### src/sv/firc_pkg.sv
package firc_pkg;

  // fixed field widths
  localparam int TC_W  = 7;
  localparam int CMD_W = 2;
  localparam int IDX_W = 6;

  // command codes
  localparam logic [CMD_W-1:0] CMD_FILTER = 2'd0;
  localparam logic [CMD_W-1:0] CMD_LOAD   = 2'd1;
  localparam logic [CMD_W-1:0] CMD_CLEAR  = 2'd2;

  typedef enum logic [3:0] {
    ST_INIT,
    ST_IDLE,
    ST_LOAD,
    ST_CLR,
    ST_WRITE,
    ST_MAC,
    ST_DRAIN,
    ST_ROUND,
    ST_PUSH
  } state_t;

  typedef struct packed {
    logic capture;
    logic load;
    logic clr_step;
    logic clr_coef;
    logic write_sample;
    logic issue;
    logic round;
    logic push;
  } ctrl_cmd_t;

  typedef struct packed {
    logic sweep_last;
    logic last_tap;
    logic pipe_busy;
    logic out_free;
  } dp_status_t;

endpackage

### src/sv/firc_ram.sv
module firc_ram #(
  parameter int WIDTH = 16,
  parameter int DEPTH = 64
) (
  input  logic                                       clk,
  input  logic                                       we,
  input  logic [((DEPTH > 1) ? $clog2(DEPTH) : 1)-1:0] waddr,
  input  logic [WIDTH-1:0]                           wdata,
  input  logic [((DEPTH > 1) ? $clog2(DEPTH) : 1)-1:0] raddr,
  output logic [WIDTH-1:0]                           rdata
);

  logic [WIDTH-1:0] mem [DEPTH];

  always_ff @(posedge clk) begin
    if (we) begin
      mem[waddr] <= wdata;
    end
    rdata <= mem[raddr];
  end

endmodule

### src/sv/firc_ctrl.sv
module firc_ctrl (
  input  logic                    clk,
  input  logic                    rst,
  input  logic                    in_valid,
  input  logic [firc_pkg::CMD_W-1:0] cmd,
  input  firc_pkg::dp_status_t    status,
  output logic                    in_ready,
  output firc_pkg::ctrl_cmd_t     ctrl
);

  firc_pkg::state_t state, state_next;

  always_ff @(posedge clk) begin
    if (rst) begin
      state <= firc_pkg::ST_INIT;
    end else begin
      state <= state_next;
    end
  end

  always_comb begin
    state_next = state;
    case (state)
      firc_pkg::ST_INIT: begin
        if (status.sweep_last) state_next = firc_pkg::ST_IDLE;
      end
      firc_pkg::ST_IDLE: begin
        if (in_valid) begin
          case (cmd)
            firc_pkg::CMD_FILTER: state_next = firc_pkg::ST_WRITE;
            firc_pkg::CMD_LOAD:   state_next = firc_pkg::ST_LOAD;
            firc_pkg::CMD_CLEAR:  state_next = firc_pkg::ST_CLR;
            default:              state_next = firc_pkg::ST_IDLE;
          endcase
        end
      end
      firc_pkg::ST_LOAD:  state_next = firc_pkg::ST_IDLE;
      firc_pkg::ST_CLR: begin
        if (status.sweep_last) state_next = firc_pkg::ST_IDLE;
      end
      firc_pkg::ST_WRITE: state_next = firc_pkg::ST_MAC;
      firc_pkg::ST_MAC: begin
        if (status.last_tap) state_next = firc_pkg::ST_DRAIN;
      end
      firc_pkg::ST_DRAIN: begin
        if (!status.pipe_busy) state_next = firc_pkg::ST_ROUND;
      end
      firc_pkg::ST_ROUND: state_next = firc_pkg::ST_PUSH;
      firc_pkg::ST_PUSH: begin
        if (status.out_free) state_next = firc_pkg::ST_IDLE;
      end
      default: state_next = firc_pkg::ST_INIT;
    endcase
  end

  always_comb begin
    ctrl     = '0;
    in_ready = 1'b0;
    case (state)
      firc_pkg::ST_INIT: begin
        ctrl.clr_step = 1'b1;
        ctrl.clr_coef = 1'b1;
      end
      firc_pkg::ST_IDLE: begin
        in_ready     = 1'b1;
        ctrl.capture = in_valid;
      end
      firc_pkg::ST_LOAD:  ctrl.load = 1'b1;
      firc_pkg::ST_CLR:   ctrl.clr_step = 1'b1;
      firc_pkg::ST_WRITE: ctrl.write_sample = 1'b1;
      firc_pkg::ST_MAC:   ctrl.issue = 1'b1;
      firc_pkg::ST_ROUND: ctrl.round = 1'b1;
      firc_pkg::ST_PUSH:  ctrl.push = status.out_free;
      default: ;
    endcase
  end

endmodule

### src/sv/firc_dp.sv
module firc_dp #(
  parameter int MAX_TAPS    = 64,
  parameter int SAMPLE_BITS = 16,
  parameter int COEF_BITS   = 18
) (
  input  logic                        clk,
  input  logic                        rst,
  input  firc_pkg::ctrl_cmd_t         ctrl,
  input  logic signed [SAMPLE_BITS-1:0] sample_in,
  input  logic [firc_pkg::IDX_W-1:0]  tap_index,
  input  logic signed [COEF_BITS-1:0] tap_value,
  input  logic                        cfg_we,
  input  logic [firc_pkg::TC_W-1:0]   cfg_data,
  output firc_pkg::dp_status_t        status,
  output logic signed [SAMPLE_BITS-1:0] sample_out,
  output logic                        saturated,
  output logic                        out_valid,
  input  logic                        out_ready
);

  localparam int AW     = (MAX_TAPS > 1) ? $clog2(MAX_TAPS) : 1;
  localparam int NW     = AW + 1;
  localparam int CW     = (firc_pkg::TC_W > NW) ? firc_pkg::TC_W : NW;
  localparam int PW     = SAMPLE_BITS + COEF_BITS;
  localparam int FULL_W = PW + $clog2(MAX_TAPS + 1) + 1;
  localparam int ACC_W  = (FULL_W > 64) ? 64 : FULL_W;
  localparam int SH     = COEF_BITS - 2;
  localparam int VW     = ACC_W - SH;
  localparam logic [ACC_W-1:0] HALF = ACC_W'(1) << (SH - 1);
  localparam logic [AW-1:0]    LAST = AW'(MAX_TAPS - 1);

  logic [firc_pkg::TC_W-1:0] tap_count;
  logic signed [SAMPLE_BITS-1:0] sample_q;
  logic [firc_pkg::IDX_W-1:0]  idx_q;
  logic signed [COEF_BITS-1:0] val_q;

  logic [AW-1:0] tap;
  logic [AW-1:0] hptr;
  logic [AW-1:0] wp;
  logic [NW-1:0] n;

  logic rd_v1, rd_v2;
  logic signed [PW-1:0]    prod;
  logic signed [ACC_W-1:0] acc;
  logic [ACC_W-1:0]        rnd;

  logic [CW-1:0] tc_w, max_w, n_clamp;
  logic          load_ok;

  logic                 hist_we, coef_we;
  logic [AW-1:0]        hist_waddr, coef_waddr;
  logic [SAMPLE_BITS-1:0] hist_wdata, hist_rd;
  logic [COEF_BITS-1:0]   coef_wdata, coef_rd;

  logic [VW-1:0]            v;
  logic [VW-SAMPLE_BITS:0]  upper;
  logic                     pos_ovf, neg_ovf;
  logic [SAMPLE_BITS-1:0]   y;

  always_ff @(posedge clk) begin
    if (rst) begin
      tap_count <= firc_pkg::TC_W'(1);
    end else if (cfg_we) begin
      tap_count <= cfg_data;
    end
  end

  always_ff @(posedge clk) begin
    if (ctrl.capture) begin
      sample_q <= sample_in;
      idx_q    <= tap_index;
      val_q    <= tap_value;
    end
  end

  // tap count of zero runs as one tap, above the depth as the full depth
  always_comb begin
    tc_w  = CW'(tap_count);
    max_w = CW'(MAX_TAPS);
    if (tc_w == '0) begin
      n_clamp = CW'(1);
    end else if (tc_w > max_w) begin
      n_clamp = max_w;
    end else begin
      n_clamp = tc_w;
    end
  end

  assign load_ok = 32'(idx_q) < 32'(MAX_TAPS);

  always_ff @(posedge clk) begin
    if (rst) begin
      tap <= '0;
      wp  <= '0;
    end else begin
      if (ctrl.capture) begin
        tap <= '0;
      end else if (ctrl.clr_step || ctrl.issue) begin
        tap <= (tap == LAST) ? '0 : tap + AW'(1);
      end
      if (ctrl.clr_step) begin
        wp <= '0;
      end else if (ctrl.write_sample) begin
        wp <= (wp == '0) ? LAST : wp - AW'(1);
      end
    end
  end

  // history read pointer walks from the newest sample towards older ones
  always_ff @(posedge clk) begin
    if (ctrl.write_sample) begin
      hptr <= wp;
      n    <= NW'(n_clamp);
    end else if (ctrl.issue) begin
      hptr <= (hptr == LAST) ? '0 : hptr + AW'(1);
    end
  end

  always_comb begin
    hist_we    = ctrl.clr_step || ctrl.write_sample;
    hist_waddr = ctrl.write_sample ? wp : tap;
    hist_wdata = ctrl.write_sample ? sample_q : '0;
    coef_we    = (ctrl.clr_step && ctrl.clr_coef) || (ctrl.load && load_ok);
    coef_waddr = ctrl.load ? AW'(idx_q) : tap;
    coef_wdata = ctrl.load ? val_q : '0;
  end

  firc_ram #(.WIDTH(SAMPLE_BITS), .DEPTH(MAX_TAPS)) u_hist (
    .clk   (clk),
    .we    (hist_we),
    .waddr (hist_waddr),
    .wdata (hist_wdata),
    .raddr (hptr),
    .rdata (hist_rd)
  );

  firc_ram #(.WIDTH(COEF_BITS), .DEPTH(MAX_TAPS)) u_coef (
    .clk   (clk),
    .we    (coef_we),
    .waddr (coef_waddr),
    .wdata (coef_wdata),
    .raddr (tap),
    .rdata (coef_rd)
  );

  // read, multiply, accumulate
  always_ff @(posedge clk) begin
    if (rst) begin
      rd_v1 <= 1'b0;
      rd_v2 <= 1'b0;
    end else begin
      rd_v1 <= ctrl.issue;
      rd_v2 <= rd_v1;
    end
  end

  always_ff @(posedge clk) begin
    prod <= $signed(coef_rd) * $signed(hist_rd);
    if (ctrl.write_sample) begin
      acc <= '0;
    end else if (rd_v2) begin
      acc <= acc + ACC_W'(prod);
    end
    if (ctrl.round) begin
      rnd <= acc + HALF;
    end
  end

  // arithmetic shift is a plain select, then clip to the sample range
  always_comb begin
    v       = rnd[ACC_W-1:SH];
    upper   = v[VW-1:SAMPLE_BITS-1];
    pos_ovf = !v[VW-1] && (|upper);
    neg_ovf = v[VW-1] && !(&upper);
    if (pos_ovf) begin
      y = {1'b0, {(SAMPLE_BITS-1){1'b1}}};
    end else if (neg_ovf) begin
      y = {1'b1, {(SAMPLE_BITS-1){1'b0}}};
    end else begin
      y = v[SAMPLE_BITS-1:0];
    end
  end

  always_ff @(posedge clk) begin
    if (rst) begin
      out_valid <= 1'b0;
    end else if (ctrl.push) begin
      out_valid <= 1'b1;
    end else if (out_ready) begin
      out_valid <= 1'b0;
    end
  end

  always_ff @(posedge clk) begin
    if (ctrl.push) begin
      sample_out <= y;
      saturated  <= pos_ovf || neg_ovf;
    end
  end

  always_comb begin
    status.sweep_last = (tap == LAST);
    status.last_tap   = ({1'b0, tap} == n - NW'(1));
    status.pipe_busy  = rd_v1 || rd_v2;
    status.out_free   = !out_valid || out_ready;
  end

endmodule

### src/sv/fir_filter_circular.sv
// channel   direction  transfer when            payload
// in        input      in_valid & in_ready      cmd, sample_in, tap_index, tap_value
// out       output     out_valid & out_ready    sample_out, saturated
// cfg       input      cfg_valid & cfg_ready    cfg_data (tap_count), always ready
//
// a filter item takes its transfer, a sample write and one shared multiply-accumulate
// per tap, n being tap_count held to 1..MAX_TAPS, then a drain of the read and
// multiply registers, round and output
// a load item writes one coefficient, a clear item sweeps the history to zero
// after reset both memories are swept to zero, in_ready low
// the output register frees the datapath: a waiting result blocks only the
// final push step of the next filter item
module fir_filter_circular #(
  parameter int MAX_TAPS    = 64,
  parameter int SAMPLE_BITS = 16,
  parameter int COEF_BITS   = 18
) (
  input  logic                          clk,
  input  logic                          rst,
  input  logic                          in_valid,
  output logic                          in_ready,
  input  logic [firc_pkg::CMD_W-1:0]    cmd,
  input  logic signed [SAMPLE_BITS-1:0] sample_in,
  input  logic [firc_pkg::IDX_W-1:0]    tap_index,
  input  logic signed [COEF_BITS-1:0]   tap_value,
  output logic                          out_valid,
  input  logic                          out_ready,
  output logic signed [SAMPLE_BITS-1:0] sample_out,
  output logic                          saturated,
  input  logic                          cfg_valid,
  output logic                          cfg_ready,
  input  logic [firc_pkg::TC_W-1:0]     cfg_data
);

  firc_pkg::ctrl_cmd_t  ctrl;
  firc_pkg::dp_status_t status;

  assign cfg_ready = 1'b1;

  firc_ctrl u_ctrl (
    .clk      (clk),
    .rst      (rst),
    .in_valid (in_valid),
    .cmd      (cmd),
    .status   (status),
    .in_ready (in_ready),
    .ctrl     (ctrl)
  );

  firc_dp #(
    .MAX_TAPS    (MAX_TAPS),
    .SAMPLE_BITS (SAMPLE_BITS),
    .COEF_BITS   (COEF_BITS)
  ) u_dp (
    .clk        (clk),
    .rst        (rst),
    .ctrl       (ctrl),
    .sample_in  (sample_in),
    .tap_index  (tap_index),
    .tap_value  (tap_value),
    .cfg_we     (cfg_valid && cfg_ready),
    .cfg_data   (cfg_data),
    .status     (status),
    .sample_out (sample_out),
    .saturated  (saturated),
    .out_valid  (out_valid),
    .out_ready  (out_ready)
  );

  // no two datapath commands (memory operations, round, push) in one cycle
  a_one_op: assert property (@(posedge clk) disable iff (rst)
    $onehot0({ctrl.load, ctrl.clr_step, ctrl.write_sample, ctrl.issue, ctrl.round,
              ctrl.push}))
    else $error("overlapping datapath commands");

  // a new item never meets a busy multiply pipeline
  a_idle_empty: assert property (@(posedge clk) disable iff (rst)
    in_ready |-> !status.pipe_busy)
    else $error("item accepted with products still in flight");

  // a waiting result is never overwritten
  a_no_overwrite: assert property (@(posedge clk) disable iff (rst)
    out_valid && !out_ready |-> !ctrl.push)
    else $error("result pushed over a waiting result");

  // memory sweep runs before the first transfer
  a_init_sweep: assert property (@(posedge clk)
    $fell(rst) |-> !in_ready)
    else $error("input ready before reset sweep");

endmodule

### config.mk
export PLATFORM = sky130hd
export DESIGN_NAME = fir_filter_circular
export DESIGN_NICKNAME = d
export VERILOG_FILES = /design/src/sv/firc_pkg.sv /design/src/sv/firc_ram.sv /design/src/sv/firc_ctrl.sv /design/src/sv/firc_dp.sv /design/src/sv/fir_filter_circular.sv
export SDC_FILE = /design/constraint.sdc
export NUM_CORES = 2
export LEC_CHECK = 0
export BUFFER_PORTS_ARGS = -buffer_cell sky130_fd_sc_hd__buf_2
export CAP_MARGIN = 10
export CORE_MARGIN = 2
export CORE_UTILIZATION = 27
export CTS_CLUSTER_DIAMETER = 40
export DETAILED_ROUTE_END_ITERATION = 10
export GPL_TIMING_DRIVEN = 1
export SLEW_MARGIN = 40
export SYNTH_ARGS = -nofsm -noshare
export SYNTH_HDL_FRONTEND = slang
export SYNTH_SLANG_ARGS = --single-unit
export TNS_END_PERCENT = 20
### constraint.sdc
create_clock -name clk -period 7.2 [get_ports clk]
set_input_delay 0.36 -clock clk [delete_from_list [all_inputs] [get_ports clk]]
set_output_delay 0.36 -clock clk [all_outputs]
set_load 0.1 [all_outputs]
==> impl_metrics.yaml <==
critical_path:
  critical_path_buf_inv_count: 3
  critPathArrivalTime_ns: 7.10
  crit_chain: "nand2_1, inv_1, fa_1, fa_1, fa_1, fa_1, fa_1, inv_1, fa_1, inv_1, ha_1, nand4_1, or3_1, o21a_1, a21oi_1, nand4_1, a41oi_1, nor2_1, xnor2_1"
  end_kind: "flop"
  rrSetupSlack_ns: 0.79
  criticalPathCategory: "reg -> reg"
  crit_path_top_delay_cell: "fa_1"
  r2r-start: "u_dp.u_hist.rdata[4]$_DFF_P_"
  critical_path.top_delay_family: "adder cells"
  path_max_fanout: 18
  cpPeakStageDelay_ns: 0.82
  worst_r2r_endpoint: "u_dp.prod[32]$_DFF_P_"
  cp_common_cell: "fa_1"
  crit_required_ns: 7.90
  cp-start-kind: "flop"
  r2r_cells: 19
hold_path:
  hold_class: "in -> reg"
  hold_path_depth: 5
  hold_end: "u_ctrl.state[2]$_SDFFE_PP0P_"
  worstHoldStart: "cmd[1]"
timing:
  hold_viol: 0
  slew_violations: 0
  tns_ns: 0
  finalCritPeriodShare: 0.890
  final.setup_skew_ns: 0.112
  maxSlewHeadroom: 0.383
  clock.fmax_ghz: 0.156
  worst_slew_pin_slew_ns: 0.925
  final.min_clock_period_ns: 6.41
  rsz0062_at_grt: "false"
  setup_viol: 0
synth:
  synth_cells: 5472
  ys.flop_type: "edfxtp_1"
  synth.cell_area_um2: 104000
  yosys.area.top_type_share: 0.654
  synthArstFlopShare: 0
  yosysTopAreaCell: "edfxtp_1"
  synth_edf_count: 2272
  synth_fp_nets: 5953
  syn_area_per_cell_um2: 19.1
  synth-seq-cells: 2408
  synth_area_leaders: "edfxtp_1 65%, mux4_2 15%, fa_1 5.6%"
  ys_warn_count: 0
  yosysSeqAreaShare: 0.680
  synthDistinctLibCells: 79
detailed_routing:
  vias: 52400
  post-route-drc-count: 0
  drt_iter0_markers: 4909
  drtPass1Iterations: 7
  wire_per_inst_um: 22.8
  wl_mm: 255
  via_per_inst: 4.68
  drtAntennaViolNets: 0
global_route:
  grt_max_degree: 125
  overflow: 0
  grt_pass1_vias: 55300
  antenna_found_initial: 8
  grt_pass1_wl_mm: 376
  grt_util_all_layers: 0.129
clock_network:
  clk_pin_slew_ns: 0.05
  cts-root-buf: "clkbuf_16"
  clkSinkCount: 2408
  cts_tree: "yes"
  cts_buffers: 332
  htreeDepth: 5
  clk_path_buf_depth: 4
  cts_resized: 0
  clk_latency_ns: 0.90
floorplanning:
  fp.dieH_um: 626
  die_w_um: 626
  core-area_um2: 385000
  std_cell_rows: 228
  pin_count: 74
  dieArea_um2: 392000
  start_util: 0.271
status:
  outcome: "complete, no violations"
cells_and_area:
  multiInputGateArea_um2: 31400
  regArea_um2: 71000
  area_delta_synth_final_pct: 19.2
  nNetsFinal: 6350
  fill_cells: 36600
  layout-drive-gt1-share: 0.269
placed_design:
  numPortBuffers: 72
  routabilityCongestion: 0.802
  dp_hpwl_mm: 153
flow_run:
  maxCapViolCount: 0
[Yosys cell counts, types with 17 or more instances]
library cell,n
edfxtp_1,2272
mux4_2,714
inv_1,361
fa_1,291
nand2_1,241
nor2_1,238
clkbuf_1,175
and2_1,165
dfxtp_1,136
ha_1,136
a21oi_1,80
xnor2_1,77
a21o_1,55
nand3_1,54
buf_2,50
o21ai_0,48
xor2_1,32
mux2i_1,30
and3_1,29
buf_1,29
nor3_1,21
nand2b_1,20
nor2b_1,20
nand4_1,17
o21a_1,17
[cell usage in the layout (no fill, tap or decap), types with 128 or more instances in the layout]
| cell type | instances |
|---|---|
| and2_1 | 148 |
| buf_4 | 144 |
| clkbuf_16 | 339 |
| dfxtp_1 | 128 |
| edfxtp_1 | 2272 |
| fa_1 | 291 |
| ha_1 | 136 |
| inv_1 | 360 |
| mux4_2 | 714 |
| nand2_1 | 241 |
| nor2_1 | 177 |
[logic make-up after synthesis]
family / Yosys count / synth area share
other: 1 / 0.0000359
AO/OA/AOI/OAI: 312 / 0.0198
multiplexers: 745 / 0.157
adder cells (fa/ha/maj): 427 / 0.0721
AND/OR/NAND/NOR: 852 / 0.0390
buffers and inverters: 618 / 0.0229
flip-flops: 2408 / 0.680
XOR/XNOR: 109 / 0.00915
[worst reg2reg max path, stage by stage (launching register included)]
cell and delay, ns:
dfxtp_1 0.76, nand2_1 0.23, inv_1 0.16, fa_1 0.50
fa_1 0.82, fa_1 0.52, fa_1 0.51, fa_1 0.49
inv_1 0.05, fa_1 0.48, inv_1 0.04, ha_1 0.32
nand4_1 0.13, or3_1 0.33, o21a_1 0.20, a21oi_1 0.19
nand4_1 0.14, a41oi_1 0.19, nor2_1 0.08, xnor2_1 0.12
[metrics by stage]
step | hold slack [ns] | cell area (um2) | worst slack, ns | instances | util
floorplan | 0.432 | 104000 | 1.28 | 5472 | -
global placement | 0.456 | 112000 | 0.845 | 10500 | 0.290
detailed placement | 0.454 | 112000 | 0.796 | 10500 | 0.291
CTS | 0.0659 | 124000 | 0.760 | 11200 | 0.322
global route | 0.126 | 124000 | 0.347 | 11200 | 0.323
finish | 0.154 | 124000 | 0.795 | 11200 | 0.323
[metal layers]
layer	GRT usage	wire [um]
met5	0	0
met4	0.0359	6600
met3	0.0206	15200
met2	0.221	129000
met1	0.168	105000
[worst max path at each step]
| stage | start | to | slack [ns] | cells past startpoint |
|---|---|---|---|---|
| after floorplan | u_dp.u_hist.rdata[7]$_DFF_P_ | u_dp.prod[33]$_DFF_P_ | 1.28 | 22 |
| after global placement | u_dp.u_hist.rdata[4]$_DFF_P_ | u_dp.prod[32]$_DFF_P_ | 0.84 | 19 |
| after detailed placement | u_dp.u_hist.rdata[4]$_DFF_P_ | u_dp.prod[32]$_DFF_P_ | 0.80 | 19 |
| after CTS | u_dp.u_hist.rdata[4]$_DFF_P_ | u_dp.prod[32]$_DFF_P_ | 0.76 | 19 |
| after global routing | u_dp.u_hist.rdata[4]$_DFF_P_ | u_dp.prod[32]$_DFF_P_ | 0.35 | 19 |
| final | u_dp.u_hist.rdata[4]$_DFF_P_ | u_dp.prod[32]$_DFF_P_ | 0.79 | 19 |
[state kept, by name, indices dropped and copies added (netlist names), 18 cells and up]
| register | flops |
|---|---|
| u_dp.acc | 42 |
| u_dp.prod | 34 |
| u_dp.rnd | 26 |
| u_dp.u_coef.mem | 1152 |
| u_dp.u_coef.rdata | 18 |
| u_dp.u_hist.mem | 1024 |
| u_dp.val_q | 18 |
[layout make-up]
type,count,area share
antenna,6,0.000121
inverter,362,0.0109
sequential,2408,0.571
tap,5060,0.0509
clock inverter,232,0.0215
multi-input combinational,2446,0.253
clock buffer,374,0.0696
timing repair buffer,319,0.0237
[repair_timing]
action / in CTS / in global routing
setup buffers: 0 / 0
hold buffers: 64 / 0
hold endpoints to repair: 58 / 0
setup endpoints to repair: 0 / 0
Power is not shown: default switching activity piles up to over one toggle a cycle in this logic, so the estimate is an artifact.
